**src/rtl/core/ugb_pkg.sv**
```systemverilog
`timescale 1ns / 1ps
// ----------------------------------------------------------------------------
// ugb_pkg: shared types and constants
// Item layouts, mode codes and the command/status groups between the
// grid broadphase controller and datapath.
// ----------------------------------------------------------------------------
package ugb_pkg;

  localparam int COORD_W = 16;
  localparam int MAG_W   = 15;
  localparam int ID_W    = 6;
  localparam int MASK_W  = 64;
  localparam int MODE_W  = 2;

  localparam logic [MODE_W-1:0] MODE_CLEAR  = 2'd0;
  localparam logic [MODE_W-1:0] MODE_INSERT = 2'd1;
  localparam logic [MODE_W-1:0] MODE_QUERY  = 2'd2;

  typedef struct packed {
    logic [MODE_W-1:0]         mode;
    logic [ID_W-1:0]           actor_id;
    logic signed [COORD_W-1:0] box_min_x;
    logic signed [COORD_W-1:0] box_min_y;
    logic signed [COORD_W-1:0] box_max_x;
    logic signed [COORD_W-1:0] box_max_y;
  } ugb_in_item_t;

  typedef struct packed {
    logic [ID_W-1:0]   querier_id;
    logic [MASK_W-1:0] candidate_mask;
  } ugb_out_item_t;

  typedef struct packed {
    logic load;
    logic clr_step;
    logic start_ld;
    logic scan;
    logic out_load;
  } ugb_cmd_t;

  typedef struct packed {
    logic [MODE_W-1:0] mode;
    logic              id_ok;
    logic              empty;
    logic              scan_last;
    logic              clr_last;
    logic              out_free;
  } ugb_sts_t;

endpackage

```
**src/rtl/core/ugb_ctrl.sv**
```systemverilog
`timescale 1ns / 1ps
// ----------------------------------------------------------------------------
// ugb_ctrl: broadphase sequencer
// Steps each item through range setup, the cell walk, the result hand-off
// and the clearing sweep.
// ----------------------------------------------------------------------------
module ugb_ctrl import ugb_pkg::*; (
  input  logic     clk,
  input  logic     rst_n,
  input  logic     in_valid,
  output logic     in_ready,
  input  ugb_sts_t sts,
  output ugb_cmd_t cmd
);

  localparam logic [2:0] S_IDLE   = 3'd0;
  localparam logic [2:0] S_CALC   = 3'd1;
  localparam logic [2:0] S_RANGE  = 3'd2;
  localparam logic [2:0] S_START  = 3'd3;
  localparam logic [2:0] S_SCAN   = 3'd4;
  localparam logic [2:0] S_DRAIN  = 3'd5;
  localparam logic [2:0] S_RESULT = 3'd6;
  localparam logic [2:0] S_CLEAR  = 3'd7;

  logic [2:0] state_r, state_nxt;
  logic       skip;

  assign in_ready = (state_r == S_IDLE);
  assign skip     = sts.empty || ((sts.mode == MODE_INSERT) && !sts.id_ok);

  always_comb begin
    state_nxt    = state_r;
    cmd          = '0;
    cmd.load     = in_ready && in_valid;
    case (state_r)
      S_IDLE: begin
        if (in_valid) state_nxt = S_CALC;
      end
      S_CALC: begin
        case (sts.mode)
          MODE_CLEAR:  state_nxt = S_CLEAR;
          MODE_INSERT: state_nxt = S_RANGE;
          MODE_QUERY:  state_nxt = S_RANGE;
          default:     state_nxt = S_IDLE;
        endcase
      end
      S_RANGE: begin
        state_nxt = S_START;
      end
      S_START: begin
        cmd.start_ld = 1'b1;
        if (skip) begin
          state_nxt = (sts.mode == MODE_QUERY) ? S_RESULT : S_IDLE;
        end else begin
          state_nxt = S_SCAN;
        end
      end
      S_SCAN: begin
        cmd.scan = 1'b1;
        if (sts.scan_last) state_nxt = S_DRAIN;
      end
      S_DRAIN: begin
        state_nxt = (sts.mode == MODE_QUERY) ? S_RESULT : S_IDLE;
      end
      S_RESULT: begin
        if (sts.out_free) begin
          cmd.out_load = 1'b1;
          state_nxt    = S_IDLE;
        end
      end
      S_CLEAR: begin
        cmd.clr_step = 1'b1;
        if (sts.clr_last) state_nxt = S_IDLE;
      end
      default: begin
        state_nxt = S_IDLE;
      end
    endcase
  end

  always_ff @(posedge clk) begin
    if (!rst_n) begin
      state_r <= S_CLEAR;
    end else begin
      state_r <= state_nxt;
    end
  end

endmodule

```
**config.mk**
```make
export PLATFORM = sky130hd
export DESIGN_NAME = ugb_ctrl
export DESIGN_NICKNAME = d
export VERILOG_FILES = /design/src/rtl/core/ugb_pkg.sv /design/src/rtl/core/ugb_ctrl.sv
export SDC_FILE = /design/constraint.sdc
export NUM_CORES = 1
export LEC_CHECK = 0
export BUFFER_PORTS_ARGS = -buffer_cell sky130_fd_sc_hd__buf_2
export CAP_MARGIN = 10
export CORE_AREA = 2 2 39 41
export CTS_CLUSTER_SIZE = 30
export DETAILED_ROUTE_END_ITERATION = 16
export DIE_AREA = 0 0 41 43
export GPL_TIMING_DRIVEN = 0
export PLACE_DENSITY = 0.55
export SETUP_SLACK_MARGIN = 0.02
export SLEW_MARGIN = 20
export SYNTH_ARGS = -nofsm -noshare
export SYNTH_HDL_FRONTEND = slang
export SYNTH_SLANG_ARGS = --single-unit
```
**constraint.sdc**
```tcl
create_clock -name clk -period 2.8 [get_ports clk]
set_input_delay 0.42 -clock clk [delete_from_list [all_inputs] [get_ports clk]]
set_output_delay 0.42 -clock clk [all_outputs]
set_load 0.01 [all_outputs]
```
==> flow_summary.ini <==
[min_path]
min_path_cells = 2
hp-class = input pin to flip-flop
worstHoldStart = rst_n
min_to = state_r[1]

[cts]
cts_tree = done
cts.path.max_buffers = 2
clk_latency_ns = 0.23
post_cts_buffers = 0
numCtsBuffers = 3
cts_sinks = 3
cts_resized = 0
htree_levels = 1
clkTransAtPathRegs_ns = 0.04
root_buffer = clkbuf_4
cts_hold_buffers = 0

[final_layout]
post-route-util_pct = 30.9
fillers = 163
reg_top3 = state_r x3
largest_reg_flops = 3
num_antenna_cells = 0
area_delta_synth_final_pct = 39.6
layout-drive-gt1-share_pct = 34.9
top_register = state_r
final_nets = 74

[worst_setup_path]
crit_type = flip-flop to primary output
required_ns = 2.38
rrSetupSlack_ns = 1.46
crit_chain = or3_1 -> inv_2 -> and2_1 -> buf_2
reg2reg_to = state_r[1]
rr_startpoint = state_r[0]
worstSetupStartpointType = flip-flop
cp_num_buf_inv = 2
crit_fanout = 3
critPathCaptureType = primary output
worstPathArrival_ns = 1.25
crit_path_max_incr_delay_ns = 0.42
crit_start = state_r[1]
crit_family = simple AND/OR/NAND/NOR gates
slowest_stage = or3_1
worst-r2r-cell-count = 5

[floorplanning]
ioPinCount = 16
core_mm2 = 0.00138
die_w_um = 41
num_rows = 14
die_h_um = 43
die_area_mm2 = 0.00176
start_util_pct = 22.2

[global_routing]
met2_usage_pct = 15.9
grt_util_met1_pct = 9.90
globalRouteOverflowTotal = 0
antenna_found_initial = 0
grt_max_degree = 11
met3_usage_pct = 0
grt_first_pass_wirelength_um = 1100
grt_pass1_vias = 295
grt_util_all_layers_pct = 9.12
busiest_layer = met2

[synth]
yosysWarningCount = 0
synth_top_area_share_pct = 19.6
synth_seq_cells = 3
syn_area_um2 = 307
avgSynthCellArea_um2 = 6.97
netlist_top_cells_area = dfxtp_1, nor3b_1, o21a_1
yosysUniqueCellTypes = 27
synth_common_cells = a21oi_1, nor2_1
async_flop_share_pct = 0
yosys_most_used_dff = dfxtp_1
ys_seq_area_share_pct = 19.6
syn_inst = 44
synth_nets = 54
yosysTopAreaCell = dfxtp_1
synth_edf_count = 0

[routing]
postRouteWirelength_um = 798
drtAntennaViolNets = 0
viasPerCell = 4.76
drtIter0Drc = 5
vias = 376
post-route-drc-count = 0
drt_pass1_iterations = 4
wl_per_cell_um = 10.1

[timing]
relSlewSlack_pct = 76.1
fmax_mhz = 598
tightestPinTransition_ns = 0.358
tns_ns = 0
layout_min_cycle_time_ns = 1.67
rsz0062_at_grt = no
final_max_slew_viol_count = 0
setup_violations = 0
fin_crit_sh_pct = 59.7
holdWs_ns = 0.408
finalHoldViolCount = 0
fin_skew_ns = 0.00303

[placement]
hpwl_um = 610
io_buffers = 15
place_congestion = 0.761

[power]
power_density_mw_per_mm2 = 711
p_clk_share_pct = 25.2
p_seq_share_pct = 20.5
switching_share_pct = 39.9
p_int_w = 0.000183
ir_drop_mv = 0.139
pwr-share-comb_pct = 54.3
leakage_nw = 0.208
power.switching_w = 0.000121

[job]
maxCapViolCount = 0

[outcome]
outcome = finished, final reports clean
cell type report:
| type | instances | area (µm²) | area share (%) |
|---|---|---|---|
| plain buffers | 3 | 23.8 | 5.56 |
| repair buffers | 15 | 75.1 | 17.5 |
| inverters | 3 | 11.3 | 2.63 |
| flip-flops and latches | 3 | 60.1 | 14.0 |
| multi-input cells | 35 | 211 | 49.4 |
| clock buffers | 4 | 26.3 | 6.14 |
| well taps | 16 | 20.0 | 4.68 |
layout by cell type, fill, tap and decap left out, drive strengths merged:
cell type,count
or3,1
o21ai,1
and3,1
nand3,1
a31oi,1
and3b,1
clkbuf,4
o21a,3
nor2,4
nor3b,3
o22ai,1
nor3,2
a21oi,4
nor2b,1
and2,1
o31ai,1
nand2b,2
nand2,3
dfxtp,3
nand3b,1
o311ai,1
nand4b,1
o32ai,1
inv,3
buf,18
through the flow:
stage | power (W) | setup WS, ns | instance area, µm² | instances
6_report | 0.000304 | 1.13 | 428 | 79
2_1_floorplan | 0.000183 | 1.42 | 307 | 44
5_1_grt | 0.000327 | 1.06 | 428 | 79
3_3_place_gp | 0.000228 | 1.37 | 402 | 75
4_1_cts | 0.000308 | 1.12 | 428 | 79
3_5_place_dp | 0.000229 | 1.37 | 402 | 75
worst reg2reg max path: stages, from the launching register on:
cell	delay (ns)
dfxtp_1	0.30
buf_4	0.16
and3b_1	0.16
o21a_1	0.21
o31ai_1	0.24
o311ai_1	0.13
cells by family (layout without fill, tap and decap cells):
family	count (synthesis)	in the layout	synth area share, %
compound gates	13	13	27.8
buf+inv	6	25	11.4
flops	3	3	19.6
simple gates	22	22	41.2
worst max path at each step:
stage,endpoint,slack [ns],cells after the start
floorplan,cmd[4],1.42,3
global placement,cmd[4],1.37,4
detailed placement,cmd[4],1.37,4
CTS,cmd[4],1.12,4
global route,cmd[4],1.06,4
finish,cmd[4],1.13,4
per-layer routing:
layer | up-vias | wire length (µm)
met1 | 166 | 365
met3 | 2 | 39
met2 | 13 | 374
li1 | 195 | -
met4 | 0 | 19
met5 | - | 0
power by group through the flow:
stage	Combinational, W	Sequential, W	Clock, W
final	0.000165	0.0000624	0.0000765
after global routing	0.000182	0.0000647	0.0000801
after CTS	0.000166	0.0000628	0.0000786
after detailed placement	0.000165	0.0000633	0
after global placement	0.000165	0.0000628	0
after floorplan	0.000121	0.0000616	0
Note: power is estimated with default switching activity, not from simulation.
